$ cat src/rtl/core/tkss_pkg.sv
// shared constants for the top-k score selection core
package tkss_pkg;

  localparam int DEF_MAX_K         = 16;
  localparam int DEF_GALLERY_DEPTH = 65536;
  localparam int DEF_SCORE_BITS    = 16;

  localparam int SCORE_W     = 16;
  localparam int INDEX_W     = 16;
  localparam int RANK_W      = 4;
  localparam int TOP_COUNT_W = 5;

  localparam logic [TOP_COUNT_W-1:0] TOP_COUNT_RST = TOP_COUNT_W'(5);

endpackage

$ cat src/rtl/core/top_k_score_select_core.sv
// top level of the streaming top-k score selection core
//
// usage:
//   scores arrive as beats on the in channel (in_valid_i / in_ready_o), one per
//   gallery entry, numbered from 0 within a query; last_score_i marks the final
//   beat. the best top_count pairs (clamped to 1..MAX_K) are kept in a sorted
//   chain of cells, one insertion per cycle, so one score beat per cycle.
//   on the last beat the sorted list is copied into a result chain and the
//   keep chain clears; results leave on the out channel best first, one beat
//   per cycle, starting the cycle after the last beat, with last_match_o on
//   the final one. a query that ends with no kept pair gives no results.
//   score beats keep flowing while results drain; only a last beat waits,
//   while results of the previous query are still queued, unless the final
//   one leaves in the same cycle.
//   an out_ready_i stall holds the head result; a last beat arriving then
//   stalls the in channel until the queued results have left.
//   cfg_we_i / cfg_wdata_i write top_count; the user must write it only while
//   the core is idle (not enforced). reset: top_count is 5, no pairs held,
//   arrival count zero, no results. scores past the gallery depth are dropped.
module top_k_score_select_core #(
  parameter int MAX_K         = tkss_pkg::DEF_MAX_K,
  parameter int GALLERY_DEPTH = tkss_pkg::DEF_GALLERY_DEPTH,
  parameter int SCORE_BITS    = tkss_pkg::DEF_SCORE_BITS
) (
  input  logic                                clk_i,
  input  logic                                rst_ni,
  input  logic                                cfg_we_i,
  input  logic [tkss_pkg::TOP_COUNT_W-1:0]    cfg_wdata_i,
  input  logic                                in_valid_i,
  output logic                                in_ready_o,
  input  logic signed [tkss_pkg::SCORE_W-1:0] score_i,
  input  logic                                last_score_i,
  output logic                                out_valid_o,
  input  logic                                out_ready_i,
  output logic [tkss_pkg::RANK_W-1:0]         rank_o,
  output logic [tkss_pkg::INDEX_W-1:0]        match_index_o,
  output logic signed [tkss_pkg::SCORE_W-1:0] match_score_o,
  output logic                                last_match_o
);

  import tkss_pkg::*;

  localparam int CW    = $clog2(MAX_K + 1);
  localparam int IW    = (MAX_K > 1) ? $clog2(MAX_K) : 1;
  localparam int POS_W = $clog2(GALLERY_DEPTH);
  localparam int ARR_W = POS_W + 1;

  logic [TOP_COUNT_W-1:0] top_count_q;
  logic [CW-1:0]          k_eff;
  logic [CW-1:0]          kept_cnt_q, kept_cnt_d;
  logic [ARR_W-1:0]       arr_cnt_q, arr_cnt_d;
  logic [CW-1:0]          out_cnt_q, out_cnt_d;
  logic [IW-1:0]          rank_q, rank_d;

  logic                  in_acc, in_range, add_mode, lowest_gt, ins;
  logic                  drain_free, pop, load;
  logic [CW-1:0]         emit_cnt;
  logic [SCORE_BITS-1:0] new_score;
  logic [POS_W-1:0]      new_pos;

  logic [MAX_K-1:0]      above_vec, gt_vec;
  logic [SCORE_BITS-1:0] keep_score [MAX_K];
  logic [POS_W-1:0]      keep_pos   [MAX_K];
  logic [SCORE_BITS-1:0] keep_score_nx [MAX_K];
  logic [POS_W-1:0]      keep_pos_nx   [MAX_K];
  logic [SCORE_BITS-1:0] drn_score [MAX_K];
  logic [POS_W-1:0]      drn_pos   [MAX_K];

  // config register
  always_ff @(posedge clk_i or negedge rst_ni) begin
    if (!rst_ni) begin
      top_count_q <= TOP_COUNT_RST;
    end else if (cfg_we_i) begin
      top_count_q <= cfg_wdata_i;
    end
  end

  always_comb begin
    if (top_count_q == '0) begin
      k_eff = CW'(1);
    end else if (int'(top_count_q) > MAX_K) begin
      k_eff = CW'(MAX_K);
    end else begin
      k_eff = CW'(top_count_q);
    end
  end

  assign new_score = SCORE_BITS'($unsigned(score_i));
  assign new_pos   = POS_W'(arr_cnt_q);

  assign drain_free = (out_cnt_q == '0) || ((out_cnt_q == CW'(1)) && out_ready_i);
  assign in_ready_o = !last_score_i || drain_free;
  assign in_acc     = in_valid_i && in_ready_o;
  assign in_range   = arr_cnt_q < ARR_W'(GALLERY_DEPTH);
  assign add_mode   = kept_cnt_q < k_eff;
  assign lowest_gt  = gt_vec[IW'(kept_cnt_q - CW'(1))];
  assign ins        = in_acc && in_range && (add_mode || lowest_gt);

  // keep chain, sorted best first
  for (genvar i = 0; i < MAX_K; i++) begin : g_keep
    logic                  prev_above;
    logic [SCORE_BITS-1:0] prev_score;
    logic [POS_W-1:0]      prev_pos;

    if (i == 0) begin : g_head
      assign prev_above = 1'b0;
      assign prev_score = new_score;
      assign prev_pos   = new_pos;
    end else begin : g_body
      assign prev_above = above_vec[i-1];
      assign prev_score = keep_score[i-1];
      assign prev_pos   = keep_pos[i-1];
    end

    tkss_keep_cell #(
      .SCORE_BITS(SCORE_BITS),
      .POS_W     (POS_W)
    ) u_keep (
      .clk_i       (clk_i),
      .ins_i       (ins),
      .valid_i     (CW'(i) < kept_cnt_q),
      .new_score_i (new_score),
      .new_pos_i   (new_pos),
      .prev_above_i(prev_above),
      .prev_score_i(prev_score),
      .prev_pos_i  (prev_pos),
      .above_o     (above_vec[i]),
      .gt_o        (gt_vec[i]),
      .score_o     (keep_score[i]),
      .pos_o       (keep_pos[i]),
      .score_nx_o  (keep_score_nx[i]),
      .pos_nx_o    (keep_pos_nx[i])
    );
  end

  always_comb begin
    kept_cnt_d = kept_cnt_q;
    if (ins && add_mode) begin
      kept_cnt_d = kept_cnt_q + CW'(1);
    end
    arr_cnt_d = arr_cnt_q;
    if (in_acc && in_range) begin
      arr_cnt_d = arr_cnt_q + ARR_W'(1);
    end
  end

  assign emit_cnt = (kept_cnt_d < k_eff) ? kept_cnt_d : k_eff;
  assign load     = in_acc && last_score_i;
  assign pop      = out_valid_o && out_ready_i;

  always_ff @(posedge clk_i or negedge rst_ni) begin
    if (!rst_ni) begin
      kept_cnt_q <= '0;
      arr_cnt_q  <= '0;
    end else if (load) begin
      kept_cnt_q <= '0;
      arr_cnt_q  <= '0;
    end else begin
      kept_cnt_q <= kept_cnt_d;
      arr_cnt_q  <= arr_cnt_d;
    end
  end

  // result chain, head is cell 0
  for (genvar i = 0; i < MAX_K; i++) begin : g_drain
    logic [SCORE_BITS-1:0] next_score;
    logic [POS_W-1:0]      next_pos;

    if (i == MAX_K - 1) begin : g_tail
      assign next_score = drn_score[i];
      assign next_pos   = drn_pos[i];
    end else begin : g_body
      assign next_score = drn_score[i+1];
      assign next_pos   = drn_pos[i+1];
    end

    tkss_drain_cell #(
      .SCORE_BITS(SCORE_BITS),
      .POS_W     (POS_W)
    ) u_drain (
      .clk_i       (clk_i),
      .load_i      (load),
      .shift_i     (pop),
      .load_score_i(keep_score_nx[i]),
      .load_pos_i  (keep_pos_nx[i]),
      .next_score_i(next_score),
      .next_pos_i  (next_pos),
      .score_o     (drn_score[i]),
      .pos_o       (drn_pos[i])
    );
  end

  always_comb begin
    out_cnt_d = out_cnt_q;
    rank_d    = rank_q;
    if (load) begin
      out_cnt_d = emit_cnt;
      rank_d    = '0;
    end else if (pop) begin
      out_cnt_d = out_cnt_q - CW'(1);
      rank_d    = rank_q + IW'(1);
    end
  end

  always_ff @(posedge clk_i or negedge rst_ni) begin
    if (!rst_ni) begin
      out_cnt_q <= '0;
      rank_q    <= '0;
    end else begin
      out_cnt_q <= out_cnt_d;
      rank_q    <= rank_d;
    end
  end

  assign out_valid_o   = out_cnt_q != '0;
  assign last_match_o  = out_cnt_q == CW'(1);
  assign rank_o        = RANK_W'(rank_q);
  assign match_index_o = INDEX_W'(drn_pos[0]);
  assign match_score_o = $signed(SCORE_W'(drn_score[0]));

  a_kept_bound: assert property (@(posedge clk_i) disable iff (!rst_ni)
    int'(kept_cnt_q) <= MAX_K && int'(out_cnt_q) <= MAX_K)
    else $error("pair count above chain length");

  a_clear_after_last: assert property (@(posedge clk_i) disable iff (!rst_ni)
    (in_valid_i && in_ready_o && last_score_i) |=> (kept_cnt_q == '0 && arr_cnt_q == '0))
    else $error("keep chain not cleared after last beat");

  a_results_continue: assert property (@(posedge clk_i) disable iff (!rst_ni)
    (out_valid_o && out_ready_i && !last_match_o) |=> out_valid_o)
    else $error("result run broken before its last beat");

  a_descending: assert property (@(posedge clk_i) disable iff (!rst_ni)
    (out_valid_o && out_ready_i && !last_match_o) |=>
      !($signed(drn_score[0]) > $signed($past(drn_score[0]))))
    else $error("results not in descending score order");

endmodule

$ cat src/rtl/core/tkss_keep_cell.sv
// one slot of the sorted keep chain, shifts down on insertion
module tkss_keep_cell #(
  parameter int SCORE_BITS = 16,
  parameter int POS_W      = 16
) (
  input  logic                  clk_i,
  input  logic                  ins_i,
  input  logic                  valid_i,
  input  logic [SCORE_BITS-1:0] new_score_i,
  input  logic [POS_W-1:0]      new_pos_i,
  input  logic                  prev_above_i,
  input  logic [SCORE_BITS-1:0] prev_score_i,
  input  logic [POS_W-1:0]      prev_pos_i,
  output logic                  above_o,
  output logic                  gt_o,
  output logic [SCORE_BITS-1:0] score_o,
  output logic [POS_W-1:0]      pos_o,
  output logic [SCORE_BITS-1:0] score_nx_o,
  output logic [POS_W-1:0]      pos_nx_o
);

  logic [SCORE_BITS-1:0] score_q, score_d;
  logic [POS_W-1:0]      pos_q, pos_d;

  // new pair always has the highest position, so ties rank it above
  assign above_o = !valid_i || ($signed(new_score_i) >= $signed(score_q));
  assign gt_o    = $signed(new_score_i) > $signed(score_q);

  always_comb begin
    score_d = score_q;
    pos_d   = pos_q;
    if (ins_i && prev_above_i) begin
      score_d = prev_score_i;
      pos_d   = prev_pos_i;
    end else if (ins_i && above_o) begin
      score_d = new_score_i;
      pos_d   = new_pos_i;
    end
  end

  always_ff @(posedge clk_i) begin
    score_q <= score_d;
    pos_q   <= pos_d;
  end

  assign score_o    = score_q;
  assign pos_o      = pos_q;
  assign score_nx_o = score_d;
  assign pos_nx_o   = pos_d;

endmodule

$ cat src/rtl/core/tkss_drain_cell.sv
// one slot of the result chain, loaded in parallel and shifted toward the head
module tkss_drain_cell #(
  parameter int SCORE_BITS = 16,
  parameter int POS_W      = 16
) (
  input  logic                  clk_i,
  input  logic                  load_i,
  input  logic                  shift_i,
  input  logic [SCORE_BITS-1:0] load_score_i,
  input  logic [POS_W-1:0]      load_pos_i,
  input  logic [SCORE_BITS-1:0] next_score_i,
  input  logic [POS_W-1:0]      next_pos_i,
  output logic [SCORE_BITS-1:0] score_o,
  output logic [POS_W-1:0]      pos_o
);

  logic [SCORE_BITS-1:0] score_q, score_d;
  logic [POS_W-1:0]      pos_q, pos_d;

  always_comb begin
    score_d = score_q;
    pos_d   = pos_q;
    if (load_i) begin
      score_d = load_score_i;
      pos_d   = load_pos_i;
    end else if (shift_i) begin
      score_d = next_score_i;
      pos_d   = next_pos_i;
    end
  end

  always_ff @(posedge clk_i) begin
    score_q <= score_d;
    pos_q   <= pos_d;
  end

  assign score_o = score_q;
  assign pos_o   = pos_q;

endmodule
$ cat config.mk
export PLATFORM = sky130hd
export DESIGN_NAME = top_k_score_select_core
export DESIGN_NICKNAME = d
export VERILOG_FILES = /design/src/rtl/core/tkss_pkg.sv /design/src/rtl/core/top_k_score_select_core.sv /design/src/rtl/core/tkss_keep_cell.sv /design/src/rtl/core/tkss_drain_cell.sv
export SDC_FILE = /design/constraint.sdc
export NUM_CORES = 2
export LEC_CHECK = 0
export ABC_CLOCK_PERIOD_IN_PS = 17400
export CAP_MARGIN = 40
export CORE_ASPECT_RATIO = 1.75
export CORE_MARGIN = 1
export CORE_UTILIZATION = 50
export CTS_CLUSTER_DIAMETER = 60
export DETAILED_ROUTE_END_ITERATION = 7
export DONT_BUFFER_PORTS = 1
export PLACE_DENSITY = 0.65
export SLEW_MARGIN = 10
export SYNTH_ARGS = -nofsm -noshare
export SYNTH_HDL_FRONTEND = slang
export SYNTH_SLANG_ARGS = --single-unit
$ cat constraint.sdc
create_clock -name clk_i -period 17.4 [get_ports clk_i]
set_clock_uncertainty 0.1 [all_clocks]
set_input_delay 3.48 -clock clk_i [delete_from_list [all_inputs] [get_ports clk_i]]
set_output_delay 3.48 -clock clk_i [all_outputs]
set_load 0.05 [all_outputs]
== Word level (Yosys, flattened, before mapping) ==
Index checks and enable logic that the tools add are counted.
Storage, ports and cells
  register bits: 1060
  output and inout bits: 39
  logic and storage cells: 327
Operators by class
  add/subtract/negate cells: 5
  order comparisons: 53
  equal/unequal tests: 1
  muxes and demuxes: 135
  reductions and logical operators: 64
Operators by type and width (count)
  16-bit 2-to-1 mux: 122
  16-bit >= comparator: 16
  16-bit greater-than comparator: 16
  4-bit by 5-bit < comparator with 1-bit output (first input constant): 8
  5-bit 2-to-1 mux: 7
  17-bit 2-to-1 mux: 2
  1-bit logical AND: 23
  3-bit by 5-bit < comparator with 1-bit output (first input constant): 4
  1-bit logical OR: 19
  17-bit by 1-bit adder with 17-bit output (second input constant): 1
  1-bit logical NOT: 17
  17-bit < comparator (second input constant): 1
  5-bit logical NOT: 2
  1-bit by 5-bit < comparator with 1-bit output (first input constant): 2
  2-bit by 5-bit < comparator with 1-bit output (first input constant): 2
  5-bit < comparator: 2
  4-bit 2-to-1 mux: 2
  5-bit by 1-bit adder with 5-bit output (second input constant): 1
  5-bit by 1-bit == test with 1-bit output (second input constant): 1
  5-bit greater-than comparator (second input constant): 1
  4-bit by 5-bit < comparator with 1-bit output (second input constant): 1
  5-bit nonzero test: 1
  5-bit by 1-bit subtractor with 5-bit output (second input constant): 1
  4-bit by 1-bit adder with 4-bit output (second input constant): 1
  other kinds (4): 5

== Depth between registers and ports, before layout ==
  word-level depth: 12
  mapped depth: 17
  depth with buffers taken out: 15

== Hierarchy ==
From an unflattened synthesis, not the netlist that was laid out.
Unflattened totals
  cells, all modules: 6152
  area, all modules: 63951.3 um2
By module, submodules not included
  tkss_keep_cell at g_keep[0].u_keep ...: times used 12, cells each 339, area an instance 2518.7 um2
  tkss_drain_cell: times used 16, cells each 69, area an instance 1507.7 um2
  tkss_keep_cell at g_keep[6].u_keep ...: times used 4, cells each 176, area an instance 1779.2 um2
  top_k_score_select_core: times used 1, cells each 276, area an instance 2487.4 um2

== Worst setup path before layout ==
Ideal clock, no wire load.
  path kind: in2reg
  start: input out_ready_i
  end: register g_drain[0].u_drain.pos_q[0] (enable)
  library setup time: 3462 ps
  data arrival time: 12717 ps
  setup slack: 1121 ps
  stages: 8
  path buffers: 4
  cell sequence: nand3_1 -> and2_1 -> or2_2 -> clkbuf_1 -> clkbuf_1 -> clkbuf_1 -> clkbuf_1 -> nand2_1
Between the ends
  word-level cells in the longest chain between the ends: 6
  elaborated cells between the ends (all ways): 7
Ends and longest elaborated chain
  start, declared: RTL line top_k_score_select_core.sv:34  | input logic out_ready_i,
  1-bit logical AND: RTL line top_k_score_select_core.sv:91  | assign drain_free = (out_cnt_q == '0) || ((out_cnt_q == CW'(1)) && out_ready_i);
  1-bit logical OR: RTL line top_k_score_select_core.sv:91
  1-bit logical OR: RTL line top_k_score_select_core.sv:92  | assign in_ready_o = !last_score_i || drain_free;
  1-bit logical AND: RTL line top_k_score_select_core.sv:93  | assign in_acc = in_valid_i && in_ready_o;
  1-bit logical AND: RTL line top_k_score_select_core.sv:148  | assign load = in_acc && last_score_i;
  2-bit nonzero test (no line) (*)
  end signal, assigned: RTL line tkss_drain_cell.sv:34  | pos_q <= pos_d;
  end, declared: RTL line tkss_drain_cell.sv:18  | logic [POS_W-1:0] pos_q, pos_d;
Mark *: on every way between the ends. The rest lies on a longest branch, timed or not.
A chain may end at the register's enable or synchronous reset.

== Final worst setup path ==
  start: input score_i[15] (netlist name)
  end: register g_drain[8].u_drain.pos_q[14] (data pin)
Between the ends
  word-level cells in the longest chain between the ends: 9
  elaborated cells between the ends (all ways): 29
Ends and longest elaborated chain
  start, declared: RTL line top_k_score_select_core.sv:31  | input logic signed [tkss_pkg::SCORE_W-1:0] score_i,
  16-bit greater-than comparator: RTL line tkss_keep_cell.sv:27  | assign gt_o = $signed(new_score_i) > $signed(score_q);
  1-bit binary-select mux with 4-bit select: RTL line top_k_score_select_core.sv:96  | assign lowest_gt = gt_vec[IW'(kept_cnt_q - CW'(1))];
  1-bit 2-to-1 mux (not written as such): RTL line top_k_score_select_core.sv:96
  1-bit logical OR: RTL line top_k_score_select_core.sv:97  | assign ins = in_acc && in_range && (add_mode || lowest_gt);
  1-bit logical AND: RTL line top_k_score_select_core.sv:97
  1-bit logical AND: RTL line tkss_keep_cell.sv:35  | end else if (ins_i && above_o) begin
  16-bit 2-to-1 mux: RTL line tkss_keep_cell.sv:35
  16-bit 2-to-1 mux (*): RTL line tkss_keep_cell.sv:32  | if (ins_i && prev_above_i) begin
  16-bit 2-to-1 mux (*): RTL line tkss_drain_cell.sv:23  | if (load_i) begin
  named net g_drain[8].u_drain.pos_d[14]: RTL line tkss_drain_cell.sv:18
  end signal, assigned: RTL line tkss_drain_cell.sv:34
  end, declared: RTL line tkss_drain_cell.sv:18
The timed path passes the listed nets; every way through them passes the cells marked *. The select of a mux whose other input is x is not followed.

==> reports/qor.csv <==
stage,metric,value,unit
worst_setup_path,r2r_start,kept_cnt_q[1]$_DFF_PN0_,
synth,synth_cell_types,75,
placement,place_congestion,0.891,
routing,vias,40200,
final_layout,layout_commonest_cell,nand2_1,
synth,yosys_register_bits,1060,
clock_tree,cts_sinks,1060,
worst_setup_path,path_class,in -> reg,
synth,syn_avg_cell_area,10.1,um2
placement,post-place-ws,8.60,ns
sta,tightest_slew,1.42,ns
grt,grt_max_degree,191,
routing,vias_per_cell,6.21,
grt,grt_pass1_vias,41100,
routing,drtIter0Drc,3008,
hold_path,hold_path_depth,2,
run,max_cap_viol_count,0,
floorplan,io_pins,66,
floorplan,coreArea,105000,um2
floorplan,num_rows,157,
pwr,powerDensity,192,nW/um2
pwr,ir_worst_vdd,0.142,mV
placement,place_area,54000,um2
worst_setup_path,endpoint_kind,flip-flop,
worst_setup_path,reg2reg_depth,13,
clock_tree,post_cts_buffers,0,
sta,setup_tns,0,ns
worst_setup_path,crit_fanout,190,
final_layout,fill_cells,8992,
sta,hold_viol,0,
sta,drv_slew,0,
grt,grtUsageTotal,0.261,
sta,period_needed,8.14,ns
synth,synth_edf_count,512,
synth,synthArstFlopShare,0.0340,
final_layout,mostFrequentLayoutCells,"610 x nand2_1, 512 x edfxtp_1, 512 x dfxtp_1",
synth,ys.flop_type,edfxtp_1,
sta,timing.final.crit_share,0.468,
clock_tree,cts_max_level,3,
routing,drc,0,
floorplan,die_h,432,um
worst_setup_path,arrival,8.51,ns
synth,yosysSeqAreaShare,0.501,
floorplan,initial_core_util,0.505,
clock_tree,postCtsResizedCells,0,
clock_tree,cts-root-buf,clkbuf_16,
worst_setup_path,rrSetupSlack,11.41,ns
sta,fmax,0.123,GHz
synth,yosys_warnings,0,
routing,routed_wirelength,140,mm
placement,dp_hpwl,93.3,mm
final_layout,design_area,57500,um2
synth,syn_area,52900,um2
worst_setup_path,startpoint_type,input port,
synth,netlist.area_leader.share,0.291,
worst_setup_path,r2r-end,g_drain[8].u_drain.pos_o[14]$_DFFE_PP_,
floorplan,die_area,107000,um2
clock_tree,clk_transition_reported_paths,0.06,ns
grt,grt_overflow_total,0,
clock_tree,cts_tree,yes,
synth,synth.area.top_cells,"edfxtp_1 29%, dfxtp_1 19%, ha_1 6.4%",
final_layout,drive_gt1_frac,0.0860,
grt,grt_antenna_before_repair,1,
hold_path,hp-start,g_keep[12].u_keep.pos_o[13]$_DFF_P_,
worst_setup_path,worstPathRequired,17.76,ns
synth,yosys.area.top_type,edfxtp_1,
routing,postRouteAntennaNets,0,
sta,worst_slack,9.26,ns
hold_path,hold_class,reg -> reg,
sta,slew_headroom,0.0549,
grt,grt_pass1_wl,223,mm
synth,syn_inst,5261,
routing,drtPass1Iterations,7,
status,status,finished clean,
clock_tree,clockBufferDepth,3,
hold_path,holdPathEnd,g_keep[12].u_keep.pos_o[13]$_DFF_P_,
clock_tree,cts_inserted_buffers,99,
final_layout,nets,5325,
floorplan,die_w,248,um
final_layout,area_delta_synth_final,8.65,%
clock_tree,clock_latency,0.73,ns
sta,setup_viol,0,
placement,portBuffers,0,
pwr,leakage,0.0227,uW
routing,wl_per_cell,21.7,um
clock_tree,cts-hold-fix-buffers,0,
synth,synth_fp_nets,5559,
sta,rsz0062_at_grt,false,
-- cell usage after synthesis, types with 12 or more instances --
master     number
nand2_1       612
dfxtp_1       512
edfxtp_1      512
clkbuf_1      352
inv_1         334
a21oi_1       314
ha_1          271
o21ai_0       228
nor2_1        217
a221o_1       189
nor3_1        171
nand3_1       131
mux2_2        128
o221ai_1      124
mux2i_1       118
a22oi_1        97
a21o_1         89
o22ai_1        81
and2_1         73
a2bb2oi_1      67
a22o_1         64
nand4_1        57
o211ai_1       56
buf_2          48
and3_1         47
a221oi_1       40
o31ai_1        37
dfrtp_1        34
o22a_1         32
nor2b_1        16
xor2_1         16
buf_1          14
buf_4          14
a211oi_1       13
nand2b_1       12
-- registers in the layout, summed over array words and instances, names as in the netlist --
register,flops
g_drain.u_drain.pos_o,256
g_drain.u_drain.score_o,256
g_keep.u_keep.pos_o,256
g_keep.u_keep.score_o,256
arr_cnt_q,17
kept_cnt_q,5
out_cnt_q,5
top_count_q,5
rank_o,4
-- through the flow --
stage / hold slack (ns) / instances / total power [uW] / util
final: 0.374 / 6466 / 11000 / 0.549
after global routing: 0.400 / 6466 / 11700 / 0.549
after CTS: 0.375 / 6465 / 11000 / 0.549
after detailed placement: 0.366 / 6277 / 8690 / 0.516
after global placement: 0.357 / 6265 / 8520 / 0.513
after floorplan: 0.343 / 5261 / 7530 / -
-- worst max path at each step --
stage                                             endpoint  slack [ns]   startpoint
floorplan            g_drain[0].u_drain.pos_o[0]$_DFFE_PP_        1.12  out_ready_i
CTS                 g_drain[8].u_drain.pos_o[14]$_DFFE_PP_        9.39  score_i[15]
global placement    g_drain[3].u_drain.pos_o[15]$_DFFE_PP_        8.08   score_i[0]
finish              g_drain[8].u_drain.pos_o[14]$_DFFE_PP_        9.26  score_i[15]
detailed placement  g_drain[8].u_drain.pos_o[14]$_DFFE_PP_        8.60  score_i[15]
global route        g_drain[8].u_drain.pos_o[14]$_DFFE_PP_        9.12  score_i[15]
-- routing by layer --
layer,global-route usage,share of wire,vias to the layer above
li1,-,-,19100
met1,0.277,0.37,19600
met2,0.490,0.54,1144
met3,0.0312,0.042,376
met4,0.148,0.052,0
met5,0,0,-
-- cell type report --
cell class / count / area, um2 / area share
Antenna cell: 1 / 2.50 / 0.0000435
Clock buffer: 138 / 2890 / 0.0502
Clock inverter: 50 / 561 / 0.00975
Inverter: 334 / 1260 / 0.0219
Multi-Input combinational cell: 3437 / 23600 / 0.410
Sequential cell: 1060 / 26500 / 0.462
Tap cell: 1351 / 1690 / 0.0294
Timing Repair Buffer: 95 / 976 / 0.0170
-- cell families (layout without fill, tap and decap cells) --
logic type	count (synthesis)	in the layout	synth area share
adder cells (fa/ha/maj)	271	271	0.0641
AO/OA/AOI/OAI	1491	1491	0.202
buffers and inverters	764	617	0.0566
XOR/XNOR	27	27	0.00447
flip-flops	1060	1060	0.501
multiplexers	253	253	0.0516
other	0	1	0
AND/OR/NAND/NOR	1395	1395	0.120
-- power breakdown --
group,switching (uW),internal [uW]
Sequential,621,3650
Combinational,2740,1690
Clock,1010,1300
-- worst max-delay path: stages --
cell and delay, ns:
ha_1 0.31, nand4_1 0.14, or3_1 0.42, a211o_1 0.29, nand4_1 0.11, mux2_2 0.37
a211o_1 0.32, or4_1 0.83, nand2_4 0.21, buf_12 0.68, buf_4 0.42, buf_16 0.35
a21oi_1 0.11, a221o_1 0.36
(Power assumes the default switching activity.)
